===== src/hw/rtl/cacc_platoon_accel_controller_assert.svh =====
// assertion macros for the platoon acceleration controller
`ifndef CACC_PLATOON_ACCEL_CONTROLLER_ASSERT_SVH
`define CACC_PLATOON_ACCEL_CONTROLLER_ASSERT_SVH
`ifndef ASSERT_OFF
`define CACC_ASSERT_CLK(lbl, clk, rst_n, prop, msg) \
    lbl: assert property (@(posedge clk) disable iff (!rst_n) prop) else $error(msg);
`define CACC_ASSERT(lbl, prop, msg) `CACC_ASSERT_CLK(lbl, i_clk, i_rst_n, prop, msg)
`else
`define CACC_ASSERT_CLK(lbl, clk, rst_n, prop, msg)
`define CACC_ASSERT(lbl, prop, msg)
`endif
`endif


===== src/hw/rtl/cacc_pkg.sv =====
// shared types and constants for the platoon acceleration controller
package cacc_pkg;

    localparam int NEIGHBOR_SLOTS = 16;
    localparam int SLOT_W         = (NEIGHBOR_SLOTS > 1) ? $clog2(NEIGHBOR_SLOTS) : 1;
    localparam int CNT_W          = $clog2(NEIGHBOR_SLOTS + 1);
    localparam int GAIN_FRAC_BITS = 10;
    localparam int GAIN_W         = GAIN_FRAC_BITS + 1;
    localparam int COEF_W         = GAIN_W + 1;
    localparam int OPND_W         = 34;
    localparam int PROD_W         = COEF_W + OPND_W;
    localparam int ACC_W          = PROD_W + 2;
    localparam int VAL_W          = 16;
    localparam int ADDR_W         = 8;
    localparam int CFG_IDX_W      = 3;
    localparam int CFG_DATA_W     = 16;
    localparam int ENTRY_W        = 5 * VAL_W;

    typedef enum logic [CFG_IDX_W-1:0] {
        CFG_GAIN_FRONT_ACCEL  = 3'd0,
        CFG_GAIN_LEADER_ACCEL = 3'd1,
        CFG_GAIN_REL_SPEED    = 3'd2,
        CFG_GAIN_LEADER_SPEED = 3'd3,
        CFG_GAIN_SPACING      = 3'd4,
        CFG_LAG_FACTOR        = 3'd5,
        CFG_SPACING_OFFSET    = 3'd6,
        CFG_BEACON_ENABLE     = 3'd7
    } t_cfg_idx;

    typedef enum logic [1:0] {
        LSRC_NONE   = 2'd0,
        LSRC_DIRECT = 2'd1,
        LSRC_RELAY  = 2'd2
    } t_lsrc;

    typedef enum logic [2:0] {
        ST_IDLE,
        ST_SCAN,
        ST_RD_FRONT,
        ST_RD_LEAD,
        ST_CAP_LEAD,
        ST_MUL,
        ST_ACC,
        ST_DONE
    } t_state;

    typedef enum logic [2:0] {
        TERM_FA,
        TERM_LA,
        TERM_REL,
        TERM_LSD,
        TERM_SERR,
        TERM_LAG,
        TERM_PREV
    } t_term;

    typedef enum logic [1:0] {
        RSEL_SCAN,
        RSEL_FRONT,
        RSEL_LEAD
    } t_rsel;

    typedef struct packed {
        logic              msg_write;
        logic              upd_start;
        logic              scan_issue;
        logic [SLOT_W-1:0] scan_addr;
        t_rsel             rd_sel;
        logic              cap_front;
        logic              cap_lead;
        logic              mul_go;
        logic              acc_go;
        t_term             term;
        logic              finish;
    } t_ctrl_cmd;

    typedef struct packed {
        logic out_free;
    } t_dp_status;

endpackage


===== src/hw/rtl/cacc_datapath.sv =====
// neighbor table, front/leader search registers, shared multiplier and output register
module cacc_datapath (
    input  logic                             i_clk,
    input  logic                             i_rst_n,
    input  logic                             i_cfg_valid,
    input  logic [cacc_pkg::CFG_IDX_W-1:0]   i_cfg_index,
    input  logic [cacc_pkg::CFG_DATA_W-1:0]  i_cfg_data,
    input  logic [cacc_pkg::ADDR_W-1:0]      i_source_address,
    input  logic signed [cacc_pkg::VAL_W-1:0] i_sender_speed,
    input  logic signed [cacc_pkg::VAL_W-1:0] i_sender_accel,
    input  logic signed [cacc_pkg::VAL_W-1:0] i_distance_to_me,
    input  logic signed [cacc_pkg::VAL_W-1:0] i_relayed_leader_speed,
    input  logic signed [cacc_pkg::VAL_W-1:0] i_relayed_leader_accel,
    input  logic signed [cacc_pkg::VAL_W-1:0] i_own_speed,
    input  cacc_pkg::t_ctrl_cmd              i_cmd,
    output cacc_pkg::t_dp_status             o_status,
    input  logic                             i_out_stall,
    output logic                             o_out_valid,
    output logic signed [cacc_pkg::VAL_W-1:0] o_accel_command,
    output logic                             o_front_found,
    output logic [1:0]                       o_leader_source,
    output logic                             o_table_overflowed
);
    import cacc_pkg::*;

    localparam int RSH = 2 * GAIN_FRAC_BITS;

    // configuration registers
    logic [GAIN_W-1:0] r_g_fa, r_g_la, r_g_rel, r_g_lsd, r_g_serr, r_lag;
    logic [VAL_W-1:0]  r_offset;
    logic              r_beacon;

    // neighbor table
    logic [NEIGHBOR_SLOTS-1:0] r_valid;
    logic [ADDR_W-1:0]         r_src [NEIGHBOR_SLOTS];
    logic [ENTRY_W-1:0]        mem   [NEIGHBOR_SLOTS];
    logic [ENTRY_W-1:0]        r_rdata;
    logic [SLOT_W-1:0]         rd_addr;

    // message slot lookup
    logic              hit_ok, free_ok, wr_en;
    logic [SLOT_W-1:0] hit_idx, free_idx, wr_idx;
    logic              lead_ok;
    logic [SLOT_W-1:0] lead_idx;

    // update state
    logic signed [VAL_W-1:0] r_own, r_prev, r_fdist, r_fs, r_fa, r_rls, r_rla, r_ls, r_la;
    logic                    r_ovf, r_any, r_ffound, r_lead_ok, r_rd_vld;
    logic [SLOT_W-1:0]       r_lead_idx, r_fidx, r_rd_idx;
    t_lsrc                   r_lsrc;
    logic signed [VAL_W-1:0] scan_dist;

    // arithmetic
    logic signed [COEF_W-1:0] coef;
    logic signed [OPND_W-1:0] opnd;
    logic signed [PROD_W-1:0] r_prod;
    logic signed [OPND_W-1:0] r_sum;
    logic signed [ACC_W-1:0]  r_tot, rnd, shd;
    logic signed [VAL_W-1:0]  sat, cmd_val;

    // output register
    logic                    r_out_vld, r_out_ff, r_out_ovf;
    logic signed [VAL_W-1:0] r_out_cmd;
    t_lsrc                   r_out_lsrc;

    // configuration writes
    always_ff @(posedge i_clk) begin
        if (!i_rst_n) begin
            r_g_fa   <= GAIN_W'(512);
            r_g_la   <= GAIN_W'(512);
            r_g_rel  <= GAIN_W'(307);
            r_g_lsd  <= GAIN_W'(102);
            r_g_serr <= GAIN_W'(41);
            r_lag    <= GAIN_W'(819);
            r_offset <= VAL_W'(1024);
            r_beacon <= 1'b0;
        end else if (i_cfg_valid) begin
            case (t_cfg_idx'(i_cfg_index))
                CFG_GAIN_FRONT_ACCEL:  r_g_fa   <= i_cfg_data[GAIN_W-1:0];
                CFG_GAIN_LEADER_ACCEL: r_g_la   <= i_cfg_data[GAIN_W-1:0];
                CFG_GAIN_REL_SPEED:    r_g_rel  <= i_cfg_data[GAIN_W-1:0];
                CFG_GAIN_LEADER_SPEED: r_g_lsd  <= i_cfg_data[GAIN_W-1:0];
                CFG_GAIN_SPACING:      r_g_serr <= i_cfg_data[GAIN_W-1:0];
                CFG_LAG_FACTOR:        r_lag    <= i_cfg_data[GAIN_W-1:0];
                CFG_SPACING_OFFSET:    r_offset <= i_cfg_data[VAL_W-1:0];
                CFG_BEACON_ENABLE:     r_beacon <= i_cfg_data[0];
                default:               r_beacon <= r_beacon;
            endcase
        end
    end

    // priority search over the slot lanes, lowest slot wins
    always_comb begin
        hit_ok   = 1'b0;
        hit_idx  = '0;
        free_ok  = 1'b0;
        free_idx = '0;
        lead_ok  = 1'b0;
        lead_idx = '0;
        for (int i = NEIGHBOR_SLOTS - 1; i >= 0; i--) begin
            if (r_valid[i] && r_src[i] == i_source_address) begin
                hit_ok  = 1'b1;
                hit_idx = SLOT_W'(i);
            end
            if (!r_valid[i]) begin
                free_ok  = 1'b1;
                free_idx = SLOT_W'(i);
            end
            if (r_valid[i] && r_src[i] == '0) begin
                lead_ok  = 1'b1;
                lead_idx = SLOT_W'(i);
            end
        end
        wr_en  = i_cmd.msg_write && (hit_ok || free_ok);
        wr_idx = hit_ok ? hit_idx : free_idx;
    end

    // table valid bits, sources and overflow flag
    always_ff @(posedge i_clk) begin
        if (!i_rst_n) begin
            r_valid <= '0;
            r_ovf   <= 1'b0;
        end else if (i_cmd.finish) begin
            r_valid <= '0;
            r_ovf   <= 1'b0;
        end else if (i_cmd.msg_write) begin
            if (wr_en) begin
                r_valid[wr_idx] <= 1'b1;
            end else begin
                r_ovf <= 1'b1;
            end
        end
    end

    always_ff @(posedge i_clk) begin
        if (wr_en) begin
            r_src[wr_idx] <= i_source_address;
        end
    end

    // entry memory: speed, accel, distance, relayed speed, relayed accel
    always_comb begin
        case (i_cmd.rd_sel)
            RSEL_SCAN:  rd_addr = i_cmd.scan_addr;
            RSEL_FRONT: rd_addr = r_fidx;
            RSEL_LEAD:  rd_addr = r_lead_idx;
            default:    rd_addr = i_cmd.scan_addr;
        endcase
    end

    always_ff @(posedge i_clk) begin
        if (wr_en) begin
            mem[wr_idx] <= {i_relayed_leader_accel, i_relayed_leader_speed,
                            i_distance_to_me, i_sender_accel, i_sender_speed};
        end
        r_rdata <= mem[rd_addr];
    end

    assign scan_dist = r_rdata[3*VAL_W-1:2*VAL_W];

    // update start and front vehicle scan
    always_ff @(posedge i_clk) begin
        if (!i_rst_n) begin
            r_rd_vld <= 1'b0;
            r_ffound <= 1'b0;
        end else begin
            r_rd_vld <= i_cmd.scan_issue;
            if (i_cmd.upd_start) begin
                r_ffound <= 1'b0;
            end else if (r_rd_vld && r_valid[r_rd_idx] && scan_dist > 0
                         && (!r_ffound || scan_dist < r_fdist)) begin
                r_ffound <= 1'b1;
            end
        end
    end

    always_ff @(posedge i_clk) begin
        r_rd_idx <= i_cmd.scan_addr;
        if (i_cmd.upd_start) begin
            r_own      <= i_own_speed;
            r_any      <= |r_valid;
            r_lead_ok  <= lead_ok;
            r_lead_idx <= lead_idx;
        end else if (r_rd_vld && r_valid[r_rd_idx] && scan_dist > 0
                     && (!r_ffound || scan_dist < r_fdist)) begin
            r_fidx  <= r_rd_idx;
            r_fdist <= scan_dist;
        end
    end

    // capture front and leader entries
    always_ff @(posedge i_clk) begin
        if (i_cmd.cap_front) begin
            r_fs  <= r_rdata[VAL_W-1:0];
            r_fa  <= r_rdata[2*VAL_W-1:VAL_W];
            r_rls <= r_rdata[4*VAL_W-1:3*VAL_W];
            r_rla <= r_rdata[5*VAL_W-1:4*VAL_W];
        end
        if (i_cmd.cap_lead) begin
            if (r_lead_ok) begin
                r_ls   <= r_rdata[VAL_W-1:0];
                r_la   <= r_rdata[2*VAL_W-1:VAL_W];
                r_lsrc <= LSRC_DIRECT;
            end else if (r_ffound && r_beacon) begin
                r_ls   <= r_rls;
                r_la   <= r_rla;
                r_lsrc <= LSRC_RELAY;
            end else begin
                r_ls   <= '0;
                r_la   <= '0;
                r_lsrc <= LSRC_NONE;
            end
        end
    end

    // coefficient and operand for the shared multiplier
    always_comb begin
        case (i_cmd.term)
            TERM_FA: begin
                coef = $signed(COEF_W'(r_g_fa));
                opnd = r_ffound ? OPND_W'(r_fa) : '0;
            end
            TERM_LA: begin
                coef = $signed(COEF_W'(r_g_la));
                opnd = OPND_W'(r_la);
            end
            TERM_REL: begin
                coef = $signed(COEF_W'(r_g_rel));
                opnd = r_ffound ? OPND_W'(r_own) - OPND_W'(r_fs) : '0;
            end
            TERM_LSD: begin
                coef = $signed(COEF_W'(r_g_lsd));
                opnd = OPND_W'(r_own) - OPND_W'(r_ls);
            end
            TERM_SERR: begin
                coef = $signed(COEF_W'(r_g_serr));
                opnd = r_ffound ? $signed(OPND_W'(r_offset)) - OPND_W'(r_fdist) : '0;
            end
            TERM_LAG: begin
                coef = $signed(COEF_W'(r_lag));
                opnd = r_sum;
            end
            TERM_PREV: begin
                coef = $signed(COEF_W'(1 << GAIN_FRAC_BITS)) - $signed(COEF_W'(r_lag));
                opnd = OPND_W'(r_prev);
            end
            default: begin
                coef = '0;
                opnd = '0;
            end
        endcase
    end

    // multiply, then accumulate in the following cycle
    always_ff @(posedge i_clk) begin
        if (i_cmd.mul_go) begin
            r_prod <= coef * opnd;
        end
        if (i_cmd.upd_start) begin
            r_sum <= '0;
        end else if (i_cmd.acc_go) begin
            case (i_cmd.term)
                TERM_FA, TERM_LA:            r_sum <= r_sum + OPND_W'(r_prod);
                TERM_REL, TERM_LSD, TERM_SERR: r_sum <= r_sum - OPND_W'(r_prod);
                TERM_LAG:                    r_tot <= ACC_W'(r_prod);
                TERM_PREV:                   r_tot <= r_tot + (ACC_W'(r_prod) <<< GAIN_FRAC_BITS);
                default:                     r_sum <= r_sum;
            endcase
        end
    end

    // round half up, floor shift and saturate
    always_comb begin
        rnd = r_tot + (ACC_W'(1) <<< (RSH - 1));
        shd = rnd >>> RSH;
        if (shd > ACC_W'(32767)) begin
            sat = 16'sh7FFF;
        end else if (shd < -ACC_W'(32768)) begin
            sat = 16'sh8000;
        end else begin
            sat = shd[VAL_W-1:0];
        end
        cmd_val = r_any ? sat : r_prev;
    end

    // result register and previous command
    always_ff @(posedge i_clk) begin
        if (!i_rst_n) begin
            r_out_vld <= 1'b0;
            r_prev    <= '0;
        end else if (i_cmd.finish) begin
            r_out_vld <= 1'b1;
            r_prev    <= cmd_val;
        end else if (!i_out_stall) begin
            r_out_vld <= 1'b0;
        end
    end

    always_ff @(posedge i_clk) begin
        if (i_cmd.finish) begin
            r_out_cmd  <= cmd_val;
            r_out_ff   <= r_any && r_ffound;
            r_out_lsrc <= r_any ? r_lsrc : LSRC_NONE;
            r_out_ovf  <= r_ovf;
        end
    end

    assign o_status.out_free  = !r_out_vld || !i_out_stall;
    assign o_out_valid        = r_out_vld;
    assign o_accel_command    = r_out_cmd;
    assign o_front_found      = r_out_ff;
    assign o_leader_source    = r_out_lsrc;
    assign o_table_overflowed = r_out_ovf;

endmodule


===== src/hw/rtl/cacc_ctrl.sv =====
// controller state machine sequencing scan, reads and multiply steps
module cacc_ctrl (
    input  logic                 i_clk,
    input  logic                 i_rst_n,
    input  logic                 i_in_valid,
    input  logic                 i_in_func,
    output logic                 o_in_stall,
    output cacc_pkg::t_ctrl_cmd  o_cmd,
    input  cacc_pkg::t_dp_status i_status
);
    import cacc_pkg::*;

    t_state            r_state, n_state;
    logic [CNT_W-1:0]  r_cnt, n_cnt;
    t_term             r_term, n_term;

    // state register
    always_ff @(posedge i_clk) begin
        if (!i_rst_n) begin
            r_state <= ST_IDLE;
            r_cnt   <= '0;
            r_term  <= TERM_FA;
        end else begin
            r_state <= n_state;
            r_cnt   <= n_cnt;
            r_term  <= n_term;
        end
    end

    // next state and commands
    always_comb begin
        n_state = r_state;
        n_cnt   = r_cnt;
        n_term  = r_term;
        o_cmd   = '0;
        o_cmd.rd_sel    = RSEL_SCAN;
        o_cmd.scan_addr = r_cnt[SLOT_W-1:0];
        o_cmd.term      = r_term;
        o_in_stall      = 1'b1;
        case (r_state)
            ST_IDLE: begin
                o_in_stall = 1'b0;
                if (i_in_valid) begin
                    if (i_in_func) begin
                        o_cmd.upd_start = 1'b1;
                        n_cnt   = '0;
                        n_state = ST_SCAN;
                    end else begin
                        o_cmd.msg_write = 1'b1;
                    end
                end
            end
            ST_SCAN: begin
                if (r_cnt == CNT_W'(NEIGHBOR_SLOTS)) begin
                    n_state = ST_RD_FRONT;
                end else begin
                    o_cmd.scan_issue = 1'b1;
                    n_cnt = r_cnt + 1'b1;
                end
            end
            ST_RD_FRONT: begin
                o_cmd.rd_sel = RSEL_FRONT;
                n_state = ST_RD_LEAD;
            end
            ST_RD_LEAD: begin
                o_cmd.rd_sel    = RSEL_LEAD;
                o_cmd.cap_front = 1'b1;
                n_state = ST_CAP_LEAD;
            end
            ST_CAP_LEAD: begin
                o_cmd.cap_lead = 1'b1;
                n_term  = TERM_FA;
                n_state = ST_MUL;
            end
            ST_MUL: begin
                o_cmd.mul_go = 1'b1;
                n_state = ST_ACC;
            end
            ST_ACC: begin
                o_cmd.acc_go = 1'b1;
                case (r_term)
                    TERM_FA:   n_term = TERM_LA;
                    TERM_LA:   n_term = TERM_REL;
                    TERM_REL:  n_term = TERM_LSD;
                    TERM_LSD:  n_term = TERM_SERR;
                    TERM_SERR: n_term = TERM_LAG;
                    TERM_LAG:  n_term = TERM_PREV;
                    default:   n_term = TERM_FA;
                endcase
                n_state = (r_term == TERM_PREV) ? ST_DONE : ST_MUL;
            end
            ST_DONE: begin
                if (i_status.out_free) begin
                    o_cmd.finish = 1'b1;
                    n_state = ST_IDLE;
                end
            end
            default: n_state = ST_IDLE;
        endcase
    end

endmodule


===== src/hw/rtl/cacc_platoon_accel_controller.sv =====
// Platoon acceleration controller top level. A neighbor message is written when it is taken:
// it overwrites the slot of its source or fills the lowest free slot, or sets the overflow
// flag when the table is full. During an update the entry memory's single read port is
// stepped through every slot to find the nearest vehicle ahead, the front and leader
// entries are then read, and seven products go one at a time through a shared 12 x 34
// bit multiplier. One update is in flight at a time; a finished result waits in the
// output register while new messages are taken. Configuration writes are always ready.
`include "cacc_platoon_accel_controller_assert.svh"
module cacc_platoon_accel_controller (
    input  logic                              i_clk,
    input  logic                              i_rst_n,
    input  logic                              i_cfg_valid,
    output logic                              o_cfg_ready,
    input  logic [cacc_pkg::CFG_IDX_W-1:0]    i_cfg_index,
    input  logic [cacc_pkg::CFG_DATA_W-1:0]   i_cfg_data,
    input  logic                              i_in_valid,
    output logic                              o_in_stall,
    input  logic                              i_func,
    input  logic [cacc_pkg::ADDR_W-1:0]       i_source_address,
    input  logic signed [cacc_pkg::VAL_W-1:0] i_sender_speed,
    input  logic signed [cacc_pkg::VAL_W-1:0] i_sender_accel,
    input  logic signed [cacc_pkg::VAL_W-1:0] i_distance_to_me,
    input  logic signed [cacc_pkg::VAL_W-1:0] i_relayed_leader_speed,
    input  logic signed [cacc_pkg::VAL_W-1:0] i_relayed_leader_accel,
    input  logic signed [cacc_pkg::VAL_W-1:0] i_own_speed,
    output logic                              o_out_valid,
    input  logic                              i_out_stall,
    output logic signed [cacc_pkg::VAL_W-1:0] o_accel_command,
    output logic                              o_front_found,
    output logic [1:0]                        o_leader_source,
    output logic                              o_table_overflowed
);
    import cacc_pkg::*;

    t_ctrl_cmd  cmd;
    t_dp_status status;

    assign o_cfg_ready = 1'b1;

    // sequencer
    cacc_ctrl u_ctrl (
        .i_clk      (i_clk),
        .i_rst_n    (i_rst_n),
        .i_in_valid (i_in_valid),
        .i_in_func  (i_func),
        .o_in_stall (o_in_stall),
        .o_cmd      (cmd),
        .i_status   (status)
    );

    // table, arithmetic and result register
    cacc_datapath u_dp (
        .i_clk                  (i_clk),
        .i_rst_n                (i_rst_n),
        .i_cfg_valid            (i_cfg_valid),
        .i_cfg_index            (i_cfg_index),
        .i_cfg_data             (i_cfg_data),
        .i_source_address       (i_source_address),
        .i_sender_speed         (i_sender_speed),
        .i_sender_accel         (i_sender_accel),
        .i_distance_to_me       (i_distance_to_me),
        .i_relayed_leader_speed (i_relayed_leader_speed),
        .i_relayed_leader_accel (i_relayed_leader_accel),
        .i_own_speed            (i_own_speed),
        .i_cmd                  (cmd),
        .o_status               (status),
        .i_out_stall            (i_out_stall),
        .o_out_valid            (o_out_valid),
        .o_accel_command        (o_accel_command),
        .o_front_found          (o_front_found),
        .o_leader_source        (o_leader_source),
        .o_table_overflowed     (o_table_overflowed)
    );

    // an accepted update keeps the input stalled while it runs
    `CACC_ASSERT(a_update_busy, (i_in_valid && !o_in_stall && i_func) |=> o_in_stall, "update not busy")
    // a relayed leader needs a front vehicle
    `CACC_ASSERT(a_relay_front, (o_out_valid && o_leader_source == LSRC_RELAY) |-> o_front_found, "relay without front")
    // leader source code stays within its range
    `CACC_ASSERT_CLK(a_lsrc_range, i_clk, i_rst_n, o_out_valid |-> (o_leader_source <= LSRC_RELAY), "bad leader source")

endmodule


===== config.mk =====
export PLATFORM = sky130hd
export DESIGN_NAME = cacc_platoon_accel_controller
export DESIGN_NICKNAME = d
export VERILOG_FILES = /design/src/hw/rtl/cacc_pkg.sv /design/src/hw/rtl/cacc_datapath.sv /design/src/hw/rtl/cacc_ctrl.sv /design/src/hw/rtl/cacc_platoon_accel_controller.sv
export VERILOG_INCLUDE_DIRS = /design/src /design/src/hw/rtl
export SDC_FILE = /design/constraint.sdc
export NUM_CORES = 2
export LEC_CHECK = 0
export ABC_CLOCK_PERIOD_IN_PS = 9300
export BUFFER_PORTS_ARGS = -buffer_cell sky130_fd_sc_hd__buf_2
export CAP_MARGIN = 20
export CORE_MARGIN = 2
export CORE_UTILIZATION = 60
export CTS_CLUSTER_SIZE = 12
export DETAILED_ROUTE_END_ITERATION = 10
export PLACE_DENSITY_LB_ADDON = 0.3
export SLEW_MARGIN = 20
export SYNTH_ARGS = -nofsm -noshare
export SYNTH_HDL_FRONTEND = slang
export SYNTH_SLANG_ARGS = --single-unit

===== constraint.sdc =====
create_clock -name i_clk -period 9.3 [get_ports i_clk]
set_input_delay 0.465 -clock i_clk [delete_from_list [all_inputs] [get_ports i_clk]]
set_output_delay 0.465 -clock i_clk [all_outputs]
set_load 0.005 [all_outputs]

==> qor.csv <==
metric,value,unit
dp.cells,8647,
io_pins,152,
drc,0,
holdPathEnd,u_dp.mem[3][34]$_DFFE_PP_,
clkPwrFrac,40.6,%
root_buffer,clkbuf_16,
ys_seq_area_share,58.3,%
worstMarginPinSlew,1.11,ns
cp.arrival,9.42,ns
hpwl,153000,um
cts_buffers,187,
yosys.area.top_type_share,53.0,%
drt_iter0_drc,6501,
die-area,159000,um2
path_buf_inv,7,
die_height,399,um
fin_tns_setup,0,ns
path_delay_family,compound AO/OA/AOI/OAI gates,
intPower,0.0138,W
layout_common_cells,"edfxtp_1, nand2_1, inv_1",
num_vias,58700,
finalCritPeriodShare,95.2,%
setup-violations-final,0,
synth_edf_count,1652,
grt_first_pass_wirelength,369000,um
path_clk_slew,0.06,ns
grt_overflow,0,
grt_max_degree,106,
timing.final.ws_setup,0.451,ns
yosysUniqueCellTypes,99,
dr.pass1.iters,6,
post_drt_wl_per_cell,27.0,um
leakage,38.1,nW
syn_area_per_cell,14.1,um2
synthCells,6649,
switching_share,22.1,%
place_ws,0.235,ns
yosysTopAreaCell,edfxtp_1,
final_common_cell,edfxtp_1,
ys_ff_latch,1900,
fin_util,67.3,%
drive_above_1_share,13.4,%
min_period,8.85,ns
syn_to_final_growth,11.1,%
final_antenna_net_count,0,
via_per_inst,6.44,
hold_start,i_distance_to_me[2],
fin_worst_skew,0.0461,ns
fp-row-count,144,
cts_tree,yes,
synth_ff_type,edfxtp_1,
clock-sinks,1900,
cp_max_fo,46,
combPwrFrac,5.9,%
grt_usage,31.2,%
max_stage_delay,0.62,ns
final-instance-count-excl-fill,9116,
yosys_warnings,0,
core-area,154000,um2
antenna_found_initial,10,
insertion_delay,0.84,ns
holdWs,0.0450,ns
min_path_type,in2reg,
crit_path_end_kind,register,
maxSlewHeadroom,25.9,%
cp_common_cell,inv_1,
ir_drop,183,uV
r2r-end,u_dp.r_prod[44]$_DFFE_PP_,
rsz0062_at_grt,false,
drv_cap,0,
ff2ff_path_depth,32,
portBuffers,150,
holdPathStages,1,
clk_path_buf_depth,3,
final-hold-violation-count,0,
htree_levels,4,
gp_congestion,1.01,
grt_pass1_vias,58800,
n_fill_cell,10500,
die_w,399,um
start_util,60.6,%
p_switching,0.00392,W
synthesis.nets,7378,
slew_violations,0,
max_freq,113,MHz
totalWireLength,246000,um
ys_async_sr_fraction,0,%
pwr-share-seq,53.4,%
timing.rr.start,u_dp.r_fdist[1]$_DFFE_PP_,
p_per_area,171,nW/um2
cp.required,9.87,ns
status,completed,
slowest_stage,fa_1,
final_nets,7641,
syn-cell-area,93500,um2
yosys-top-cells-area,"edfxtp_1, mux4_2, fa_1, dfxtp_1, ha_1",
reg2reg_slack,0.45,ns
startpoint_type,register,
critPathKind,reg2reg,
[cell families (layout without fill, tap and decap cells)]
| group | Yosys count | after routing | synth area share (%) |
|---|---|---|---|
| buffers and inverters | 766 | 1186 | 3.21 |
| adder cells (fa/ha/maj) | 600 | 600 | 10.9 |
| AND/OR/NAND/NOR | 1436 | 1436 | 7.31 |
| AO/OA/AOI/OAI | 1205 | 1206 | 8.26 |
| other | 1 | 3 | 0.00401 |
| multiplexers | 436 | 436 | 9.07 |
| XOR/XNOR | 305 | 305 | 2.86 |
| flip-flops | 1900 | 1900 | 58.3 |
[metrics by stage]
step,total power (W),cell area (um2)
final,0.0177,104000
after global routing,0.0182,104000
after CTS,0.0178,104000
after detailed placement,0.0106,96900
after global placement,0.0106,96900
after floorplan,0.0103,93500
[worst reg2reg max path, delay by kind of cell (launching register included)]
kind                     cells  cell delay [ns]
AO/OA/AOI/OAI               14             3.65
adder cells (fa/ha/maj)      7             2.97
buffers and inverters        7             0.69
AND/OR/NAND/NOR              2             0.47
flip-flops                   1             0.42
XOR/XNOR                     2             0.37
[state kept, by name (all words and copies together) (netlist names), 34 cells and up]
register,flops
u_dp.mem,1280
u_dp.r_src,128
u_dp.r_rdata,80
u_dp.r_prod,46
u_dp.r_tot,38
u_dp.r_sum,34
[cell usage after synthesis, types with 19 or more instances]
cell / count
o31ai_1: 28
a211oi_1: 101
nand2b_1: 44
nor2b_1: 124
a21o_1: 75
a31oi_1: 27
inv_1: 450
nand2_1: 511
o21a_1: 48
mux4_2: 329
ha_1: 237
fa_1: 363
buf_1: 28
o21ai_0: 240
or3_1: 22
o21bai_1: 19
a21boi_0: 79
nor2_1: 310
nor4_1: 43
o211ai_1: 23
clkbuf_1: 217
a22o_1: 40
a22oi_1: 31
buf_2: 56
edfxtp_1: 1652
nand3_1: 95
mux2i_1: 104
nor3_1: 79
nand4_1: 57
xnor2_1: 210
a21oi_1: 365
and3_1: 43
xor2_1: 95
dfxtp_1: 248
or2_2: 22
and2_1: 38
o21ai_1: 21
[metal layers]
metal / global-route usage, % / share of wire, % / up-vias
met2: 50.1 / 48 / 3196
li1: - / - / 25200
met1: 42.1 / 38 / 29700
met5: 0 / 0.022 / -
met3: 5.51 / 9.0 / 613
met4: 13.7 / 4.7 / 8
[power by group through the flow]
stage	clock network (W)	registers (W)	logic, W
6_report	0.00721	0.00948	0.00105
5_1_grt	0.00760	0.00948	0.00113
4_1_cts	0.00728	0.00948	0.00105
3_5_place_dp	0	0.00966	0.000993
3_3_place_gp	0	0.00965	0.000969
2_1_floorplan	0	0.00960	0.000673
[area by class of cell]
| type | instances | area [um2] | share of cell area [%] |
|---|---|---|---|
| Timing Repair Buffer | 387 | 3020 | 2.91 |
| Multi-Input combinational cell | 3984 | 36300 | 34.9 |
| Clock buffer | 311 | 5300 | 5.10 |
| Antenna cell | 2 | 5.00 | 0.00481 |
| Sequential cell | 1900 | 54600 | 52.5 |
| Clock inverter | 36 | 509 | 0.490 |
| Tap cell | 2044 | 2560 | 2.46 |
| Inverter | 452 | 1700 | 1.63 |
[how the worst max path moves through the flow]
stage / start / endpoint / slack [ns] / cells after the start
floorplan: u_dp.r_ls[0]$_DFFE_PP_ / u_dp.r_prod[45]$_DFFE_PP_ / 1.62 / 33
global placement: u_dp.r_fdist[1]$_DFFE_PP_ / u_dp.r_prod[44]$_DFFE_PP_ / 0.46 / 32
detailed placement: u_dp.r_fdist[1]$_DFFE_PP_ / u_dp.r_prod[44]$_DFFE_PP_ / 0.23 / 32
CTS: u_dp.r_fdist[1]$_DFFE_PP_ / u_dp.r_prod[44]$_DFFE_PP_ / 0.23 / 32
global route: u_dp.r_fdist[1]$_DFFE_PP_ / u_dp.r_prod[44]$_DFFE_PP_ / 0.07 / 32
finish: u_dp.r_fdist[1]$_DFFE_PP_ / u_dp.r_prod[44]$_DFFE_PP_ / 0.45 / 32
[what timing repair did]
item,CTS,global route
resized for setup,0,9
buffers inserted,0,8
hold buffers,111,0
endpoints found under the setup margin,0,8
hold endpoints to repair,1320,0
Note: power is estimated with default switching activity, not from simulation.
